**config.mk**
```make
export PLATFORM = sky130hd
export DESIGN_NAME = point_in_polygon_gate_flat
export DESIGN_NICKNAME = d
export VERILOG_FILES = /design/src/rtl/pip_pkg.sv /design/src/rtl/pip_req_if.sv /design/src/rtl/pip_rsp_if.sv /design/src/rtl/pip_csr_if.sv /design/src/rtl/point_in_polygon_gate.sv /design/src/flat_wrapper.sv
export SDC_FILE = /design/constraint.sdc
export NUM_CORES = 2
export LEC_CHECK = 0
export BUFFER_PORTS_ARGS = -buffer_cell sky130_fd_sc_hd__buf_2
export CAP_MARGIN = 10
export CORE_MARGIN = 2
export CORE_UTILIZATION = 44
export DETAILED_ROUTE_END_ITERATION = 7
export PLACE_DENSITY_LB_ADDON = 0.15
export REMOVE_ABC_BUFFERS = 1
export SYNTH_ARGS = -nofsm -noshare
export SYNTH_HDL_FRONTEND = slang
export SYNTH_SLANG_ARGS = --single-unit
```
**constraint.sdc**
```tcl
create_clock -name clock -period 16.8 [get_ports clock]
set_input_delay 0.84 -clock clock [delete_from_list [all_inputs] [get_ports clock]]
set_output_delay 0.84 -clock clock [all_outputs]
set_load 0.02 [all_outputs]
```
**src/rtl/pip_pkg.sv**
```systemverilog
`timescale 1ns / 1ps
// ----------------------------------------------------------------------------
// pip_pkg
// Shared constants and types for the point-in-polygon gate.
// ----------------------------------------------------------------------------
package pip_pkg;

   localparam int MAX_VERTICES = 64;
   localparam int COORD_BITS   = 16;
   localparam int ADDR_BITS    = 6;
   localparam int COUNT_BITS   = 7;
   localparam int DIFF_BITS    = COORD_BITS + 1;
   localparam int PROD_BITS    = 2 * DIFF_BITS;

   localparam logic ACT_LOAD = 1'b0;
   localparam logic ACT_TEST = 1'b1;

   typedef logic signed [COORD_BITS-1:0] coord_type;
   typedef logic        [ADDR_BITS-1:0]  addr_type;
   typedef logic        [COUNT_BITS-1:0] count_type;

   typedef struct packed {
      coord_type x;
      coord_type y;
   } vertex_type;

endpackage

```
**src/rtl/pip_req_if.sv**
```systemverilog
`timescale 1ns / 1ps
// ----------------------------------------------------------------------------
// pip_req_if
// Request channel: vertex load or point test word.
// ----------------------------------------------------------------------------
interface pip_req_if;
   logic                valid;
   logic                ready;
   logic                action;
   pip_pkg::addr_type   vertex_index;
   pip_pkg::coord_type  x_coord;
   pip_pkg::coord_type  y_coord;

   modport source (output valid, output action, output vertex_index,
                   output x_coord, output y_coord, input ready);
   modport sink   (input valid, input action, input vertex_index,
                   input x_coord, input y_coord, output ready);
endinterface

```
**src/rtl/pip_rsp_if.sv**
```systemverilog
`timescale 1ns / 1ps
// ----------------------------------------------------------------------------
// pip_rsp_if
// Response channel: one inside flag per test word.
// ----------------------------------------------------------------------------
interface pip_rsp_if;
   logic valid;
   logic ready;
   logic inside_res;

   modport source (output valid, output inside_res, input ready);
   modport sink   (input valid, input inside_res, output ready);
endinterface

```
**src/rtl/pip_csr_if.sv**
```systemverilog
`timescale 1ns / 1ps
// ----------------------------------------------------------------------------
// pip_csr_if
// Register write channel: vertex count.
// ----------------------------------------------------------------------------
interface pip_csr_if;
   logic                valid;
   logic                ready;
   pip_pkg::count_type  vertex_count;

   modport source (output valid, output vertex_count, input ready);
   modport sink   (input valid, input vertex_count, output ready);
endinterface

```
**src/rtl/point_in_polygon_gate.sv**
```systemverilog
`timescale 1ns / 1ps
// ----------------------------------------------------------------------------
// point_in_polygon_gate
// Even-odd ray crossing test of a point against a stored polygon.
// ----------------------------------------------------------------------------
// A load word writes one vertex into the 64-entry vertex memory. A test word
// walks the vertex memory one entry per cycle through its single read port
// for the n vertices in use (clamped to 64): n reads, one stage for the two
// cross-product multiplies, one for compare and accumulate, and one to load
// the response register. With fewer than two vertices the answer is outside.
// Requests are taken while the engine is idle, even if a response still
// waits.
// ----------------------------------------------------------------------------
module point_in_polygon_gate (
   input  logic        clock,
   input  logic        reset,
   pip_req_if.sink     req_bus,
   pip_rsp_if.source   rsp_bus,
   pip_csr_if.sink     csr_bus
);

   typedef enum logic [1:0] {ST_IDLE, ST_WALK, ST_WAIT, ST_HOLD} state_type;

   state_type                          state_ff;
   pip_pkg::count_type                 count_ff;
   pip_pkg::addr_type                  last_ff;
   pip_pkg::addr_type                  addr_ff;
   pip_pkg::coord_type                 px_ff;
   pip_pkg::coord_type                 py_ff;

   pip_pkg::vertex_type                vtx_mem [pip_pkg::MAX_VERTICES];
   pip_pkg::vertex_type                rd_data_ff;
   logic                               rd_valid_ff;
   logic                               rd_first_ff;
   logic                               rd_last_ff;
   pip_pkg::vertex_type                prev_ff;

   logic                               e_valid_ff;
   logic                               e_last_ff;
   logic                               e_vhit_ff;
   logic                               e_cross_ff;
   logic                               e_dir_ff;
   logic signed [pip_pkg::PROD_BITS-1:0] p_ff;
   logic signed [pip_pkg::PROD_BITS-1:0] q_ff;

   logic                               hit_ff;
   logic                               odd_ff;
   logic                               res_ff;
   logic                               rsp_valid_ff;
   logic                               rsp_res_ff;

   logic                               req_accept;
   logic                               csr_accept;
   logic                               issue;
   pip_pkg::count_type                 n_eff;
   pip_pkg::addr_type                  last_in;
   logic signed [pip_pkg::DIFF_BITS-1:0] dx;
   logic signed [pip_pkg::DIFF_BITS-1:0] dy0;
   logic signed [pip_pkg::DIFF_BITS-1:0] dxv;
   logic signed [pip_pkg::DIFF_BITS-1:0] dy;
   logic signed [pip_pkg::PROD_BITS-1:0] p_in;
   logic signed [pip_pkg::PROD_BITS-1:0] q_in;
   logic                               vhit_in;
   logic                               cross_in;
   logic                               dir_in;
   logic                               prod_eq;
   logic                               prod_lt;
   logic                               hit_now;
   logic                               toggle;

   assign req_bus.ready  = (state_ff == ST_IDLE);
   assign csr_bus.ready  = 1'b1;
   assign rsp_bus.valid  = rsp_valid_ff;
   assign rsp_bus.inside_res = rsp_res_ff;

   assign req_accept = req_bus.valid && req_bus.ready;
   assign csr_accept = csr_bus.valid && csr_bus.ready;
   assign issue      = (state_ff == ST_WALK);

   assign n_eff   = (count_ff > pip_pkg::COUNT_BITS'(pip_pkg::MAX_VERTICES)) ?
                    pip_pkg::COUNT_BITS'(pip_pkg::MAX_VERTICES) : count_ff;
   assign last_in = pip_pkg::ADDR_BITS'(n_eff - pip_pkg::COUNT_BITS'(1));

   // edge from prev_ff (vertex i) to rd_data_ff (vertex i+1)
   assign dx  = pip_pkg::DIFF_BITS'(px_ff)        - pip_pkg::DIFF_BITS'(rd_data_ff.x);
   assign dy0 = pip_pkg::DIFF_BITS'(prev_ff.y)    - pip_pkg::DIFF_BITS'(rd_data_ff.y);
   assign dxv = pip_pkg::DIFF_BITS'(prev_ff.x)    - pip_pkg::DIFF_BITS'(rd_data_ff.x);
   assign dy  = pip_pkg::DIFF_BITS'(py_ff)        - pip_pkg::DIFF_BITS'(rd_data_ff.y);
   assign p_in = pip_pkg::PROD_BITS'(dx)  * pip_pkg::PROD_BITS'(dy0);
   assign q_in = pip_pkg::PROD_BITS'(dxv) * pip_pkg::PROD_BITS'(dy);

   assign vhit_in  = (px_ff == rd_data_ff.x) && (py_ff == rd_data_ff.y);
   assign cross_in = (rd_data_ff.y > py_ff) != (prev_ff.y > py_ff);
   assign dir_in   = (prev_ff.y < rd_data_ff.y);

   assign prod_eq = (p_ff == q_ff);
   assign prod_lt = (p_ff < q_ff);
   assign hit_now = e_vhit_ff || (e_cross_ff && prod_eq);
   assign toggle  = e_cross_ff && !prod_eq && (prod_lt != e_dir_ff);

   // vertex memory
   always_ff @(posedge clock) begin
      if (req_accept && (req_bus.action == pip_pkg::ACT_LOAD)) begin
         vtx_mem[req_bus.vertex_index] <= '{x: req_bus.x_coord, y: req_bus.y_coord};
      end
      if (issue) begin
         rd_data_ff <= vtx_mem[addr_ff];
      end
   end

   // edge datapath
   always_ff @(posedge clock) begin
      if (rd_valid_ff) begin
         prev_ff <= rd_data_ff;
      end
      p_ff       <= p_in;
      q_ff       <= q_in;
      e_vhit_ff  <= vhit_in;
      e_cross_ff <= cross_in;
      e_dir_ff   <= dir_in;
   end

   // control
   always_ff @(posedge clock) begin
      if (reset) begin
         state_ff     <= ST_IDLE;
         count_ff     <= '0;
         rd_valid_ff  <= 1'b0;
         e_valid_ff   <= 1'b0;
         rsp_valid_ff <= 1'b0;
      end else begin
         if (csr_accept) begin
            count_ff <= csr_bus.vertex_count;
         end

         rd_valid_ff <= issue;
         rd_first_ff <= (addr_ff == '0);
         rd_last_ff  <= (addr_ff == last_ff);
         e_valid_ff  <= rd_valid_ff && !rd_first_ff;
         e_last_ff   <= rd_last_ff;

         if (e_valid_ff) begin
            hit_ff <= hit_ff || hit_now;
            odd_ff <= odd_ff ^ toggle;
         end

         if (rsp_valid_ff && rsp_bus.ready && (state_ff != ST_HOLD)) begin
            rsp_valid_ff <= 1'b0;
         end

         case (state_ff)
            ST_IDLE: begin
               if (req_accept && (req_bus.action == pip_pkg::ACT_TEST)) begin
                  px_ff   <= req_bus.x_coord;
                  py_ff   <= req_bus.y_coord;
                  hit_ff  <= 1'b0;
                  odd_ff  <= 1'b0;
                  addr_ff <= '0;
                  last_ff <= last_in;
                  if (n_eff < pip_pkg::COUNT_BITS'(2)) begin
                     res_ff   <= 1'b0;
                     state_ff <= ST_HOLD;
                  end else begin
                     state_ff <= ST_WALK;
                  end
               end
            end
            ST_WALK: begin
               addr_ff <= addr_ff + pip_pkg::ADDR_BITS'(1);
               if (addr_ff == last_ff) begin
                  state_ff <= ST_WAIT;
               end
            end
            ST_WAIT: begin
               if (e_valid_ff && e_last_ff) begin
                  res_ff   <= hit_ff || hit_now || (odd_ff ^ toggle);
                  state_ff <= ST_HOLD;
               end
            end
            ST_HOLD: begin
               if (!rsp_valid_ff || rsp_bus.ready) begin
                  rsp_valid_ff <= 1'b1;
                  rsp_res_ff   <= res_ff;
                  state_ff     <= ST_IDLE;
               end
            end
            default: begin
               state_ff <= ST_IDLE;
            end
         endcase
      end
   end

`ifndef ASSERT_OFF
   a_rsp_from_hold: assert property (@(posedge clock) disable iff (reset)
      $rose(rsp_valid_ff) |-> $past(state_ff == ST_HOLD))
      else $error("response raised outside hold state");

   a_edge_in_walk: assert property (@(posedge clock) disable iff (reset)
      e_valid_ff |-> (state_ff == ST_WALK || state_ff == ST_WAIT))
      else $error("edge result outside a walk");

   a_addr_bound: assert property (@(posedge clock) disable iff (reset)
      (state_ff == ST_WALK) |-> (addr_ff <= last_ff))
      else $error("vertex read past last vertex");

   a_no_overwrite: assert property (@(posedge clock) disable iff (reset)
      (state_ff == ST_HOLD && rsp_valid_ff && !rsp_bus.ready) |=> (state_ff == ST_HOLD))
      else $error("hold left while response stalled");
`endif

endmodule
```
**src/flat_wrapper.sv**
```systemverilog
// flat-port wrapper written by rule: the top's interface ports become plain ports
module point_in_polygon_gate_flat 
  (clock, reset, req_bus_valid, req_bus_action, req_bus_vertex_index, req_bus_x_coord, req_bus_y_coord, req_bus_ready, rsp_bus_valid, rsp_bus_inside_res, rsp_bus_ready, csr_bus_valid, csr_bus_vertex_count, csr_bus_ready);
  pip_req_if req_bus_i ();
  pip_rsp_if rsp_bus_i ();
  pip_csr_if csr_bus_i ();
  input  logic clock;
  input  logic reset;
  input wire logic [$bits(req_bus_i.valid)-1:0] req_bus_valid;
  input wire logic [$bits(req_bus_i.action)-1:0] req_bus_action;
  input wire logic [$bits(req_bus_i.vertex_index)-1:0] req_bus_vertex_index;
  input wire logic [$bits(req_bus_i.x_coord)-1:0] req_bus_x_coord;
  input wire logic [$bits(req_bus_i.y_coord)-1:0] req_bus_y_coord;
  output wire logic [$bits(req_bus_i.ready)-1:0] req_bus_ready;
  output wire logic [$bits(rsp_bus_i.valid)-1:0] rsp_bus_valid;
  output wire logic [$bits(rsp_bus_i.inside_res)-1:0] rsp_bus_inside_res;
  input wire logic [$bits(rsp_bus_i.ready)-1:0] rsp_bus_ready;
  input wire logic [$bits(csr_bus_i.valid)-1:0] csr_bus_valid;
  input wire logic [$bits(csr_bus_i.vertex_count)-1:0] csr_bus_vertex_count;
  output wire logic [$bits(csr_bus_i.ready)-1:0] csr_bus_ready;
  assign req_bus_i.valid = req_bus_valid;
  assign req_bus_i.action = req_bus_action;
  assign req_bus_i.vertex_index = req_bus_vertex_index;
  assign req_bus_i.x_coord = req_bus_x_coord;
  assign req_bus_i.y_coord = req_bus_y_coord;
  assign req_bus_ready = req_bus_i.ready;
  assign rsp_bus_valid = rsp_bus_i.valid;
  assign rsp_bus_inside_res = rsp_bus_i.inside_res;
  assign rsp_bus_i.ready = rsp_bus_ready;
  assign csr_bus_i.valid = csr_bus_valid;
  assign csr_bus_i.vertex_count = csr_bus_vertex_count;
  assign csr_bus_ready = csr_bus_i.ready;
  point_in_polygon_gate u_core (.clock(clock), .reset(reset), .req_bus(req_bus_i), .rsp_bus(rsp_bus_i), .csr_bus(csr_bus_i));
endmodule
```
==> qor.yml <==
global_routing:
  grt_use_total_pct: 22.93
  grt_pass1_wl_um: 423600
  grt_pass1_vias: 60230
  antenna_found_initial: 24
  gr-total-overflow: 0
  grt_max_degree: 105
critical_path:
  start_kind: "flop"
  end_kind: "flop"
  arrival_ns: 9.42
  criticalPathCategory: "reg -> reg"
  worstPathRequired_ns: 17.44
  worstPathMaxFanout: 10
synth:
  synth-main-ff-cell: "edfxtp_1"
  yosysTopAreaCellShare_pct: 59.08
  synth_area_leaders: "edfxtp_1, mux4_2, fa_1"
  syn_area_per_cell_um2: 17.04
  syn_inst: 6454
  ys_ff_latch: 2246
  yosys_warnings: 0
  netlist_top_cells_count: "edfxtp_1, inv_1, mux4_2, fa_1, nand2_1"
  synth_edf_count: 2163
  yosysMostFrequentCell: "edfxtp_1"
  netlist_area_um2: 109900
  synth-seq-area-share_pct: 60.59
  yosys.area.top_type: "edfxtp_1"
  synth_cell_types: 82
  postSynth.asyncResetShare_pct: 0
cts:
  clk_pin_slew_worst_paths_ns: 0.06
  cts_hold_buffers: 0
  cts_setup_buffers: 0
  clock_path_buffers: 3
  cts_tree: "done"
  clk_latency_ns: 0.90
  cts_num_sinks: 2246
  cts_inserted_buffers: 228
  root_buffer: "clkbuf_16"
  cts_max_level: 4
  cts_resized: 0
hold_path:
  worst_hold_path_type: "in -> reg"
run:
  cap_violations: 0
place:
  hpwl_um: 182300
  portBuffers: 53
  numPlacedInstances: 9761
  place_congestion: 0.9099
layout:
  syn_to_final_growth_pct: 11.93
  multi_input_area_um2: 39960
  drive_above_1_share_pct: 19.23
  ff_latch_area_um2: 66610
  fillers: 20750
  fin_cells: 10210
  nets: 7611
timing:
  fin_worst_skew_ns: 0.09930
  rsz0062_at_grt: "false"
  period_share_pct: 52.27
  drv_slew: 0
  setup_viol: 0
  worstMarginPinSlew_ns: 1.268
  finalHoldViolCount: 0
  relSlewSlack_pct: 15.16
  max_freq_mhz: 113.9
  period_needed_ns: 8.782
drt:
  antenna_left: 0
  vias: 57510
  wl_um: 290300
  drc: 0
  wire_per_inst_um: 28.44
  dr.pass1.iters: 6
  via_per_inst: 5.634
  drt_iter0_markers: 5547
floorplanning:
  placementRows: 183
  fp.dieH_um: 503.9
  dieArea_um2: 253900
  start_util_pct: 44.22
  die_x_um: 503.9
  coreArea_um2: 248700
  num_io_pins: 55
run_status:
  outcome: "completed"
[path summary, 6_finish.rpt]
kind | startpoint | endpoint | slack (ns) | cells past startpoint
setup / recovery | u_core.prev_ff[16] | u_core.q_ff[33] | 8.02 | 27
hold / removal | csr_bus_vertex_count[0] | u_core.count_ff[0] | 0.24 | 3
setup reg to reg | u_core.prev_ff[16] | u_core.q_ff[33] | 8.02 | 27
hold reg to reg | u_core.rd_first_ff | u_core.e_valid_ff | 0.41 | 1
[registers in the layout (all words and copies together), names as in the netlist, 2 cells and up]
signal and flops:
u_core.addr_ff 6, u_core.px_ff 16, u_core.prev_ff 32, u_core.vtx_mem 2048, u_core.rd_data_ff 32, u_core.py_ff 16
u_core.last_ff 6, u_core.state_ff 2, u_core.count_ff 7, u_core.p_ff 34, u_core.q_ff 34
[logic make-up (layout without fill, tap and decap cells)]
logic type      after synthesis  after routing  synth area share, %
other cells                   1              6             0.003411
compound gates              401            401                2.479
xor+xnor                    151            151                1.203
simple gates               1101           1101                4.561
buf+inv                     996           1415                3.526
mux                         671            671                13.48
fa+ha+maj                   887            887                14.16
flops                      2246           2246                60.59
[per-stage QoR]
step           utilization [%]  cell area [µm²]  setup TNS [ns]  hold slack (ns)  setup slack [ns]
2_1_floorplan                -           108900         -190.24           0.3891            -5.139
3_3_place_gp             46.32           115200               0           0.4073             8.206
3_5_place_dp             46.32           115200               0           0.4044             8.021
4_1_cts                  49.39           122800               0           0.1758             8.003
5_1_grt                  49.49           123100               0           0.2027             7.347
6_report                 49.49           123100               0           0.2434             8.018
[final cells by class]
cell class / count / share of cell area, %
multi-input cells: 3212 / 32.47
inverters: 742 / 2.263
repair buffers: 243 / 1.550
clock inverters: 155 / 1.388
flip-flops and latches: 2246 / 54.13
well taps: 3330 / 3.386
clock buffers: 275 / 4.797
diodes: 5 / 0.01017
[layer usage]
metal | GRT usage (%) | up-vias | share of wire (%)
met5 | 0 | - | 0.028
met4 | 6.181 | 12 | 2.7
met3 | 3.177 | 423 | 5.5
met2 | 37.90 | 1664 | 49
met1 | 32.08 | 31010 | 43
li1 | - | 24400 | -
[worst max-delay path, stage by stage, from the launching register on]
cell	delay (ns)
edfxtp_1	0.35
inv_1	0.07
ha_1	0.16
inv_1	0.06
fa_1	0.44
a21o_1	0.20
a21oi_1	0.28
o21ai_0	0.13
a21o_1	0.28
a311oi_1	0.41
nor2_1	0.13
a41o_1	0.41
nor2_1	0.30
fa_1	0.54
fa_1	0.93
fa_1	0.54
fa_1	0.56
fa_1	0.43
fa_1	0.50
ha_1	0.35
and4_1	0.24
a41o_1	0.23
a221oi_1	0.33
nor2_1	0.09
a21oi_1	0.19
a31oi_1	0.15
nor4_1	0.20
a311oi_1	0.09
[cell usage in the layout (no fill, tap or decap), drive strengths merged, types with 14 or more instances in the layout]
cell,n
and2,53
nand2,394
mux2i,19
xor2,48
clkinv,121
a211oi,33
and3,20
a21oi,110
bufinv,26
buf,243
inv,745
nand2b,44
ha,291
o21ai,57
clkbuf,275
xnor2,103
or2,17
nand4,22
a31oi,33
nor3,36
nand3b,14
fa,596
edfxtp,2163
o21a,19
nand3,23
dfxtp,83
mux4,647
nor2,354
a21o,44
nor2b,76
Power is not shown: default switching activity piles up to over one toggle a cycle in this logic, so the estimate is an artifact.
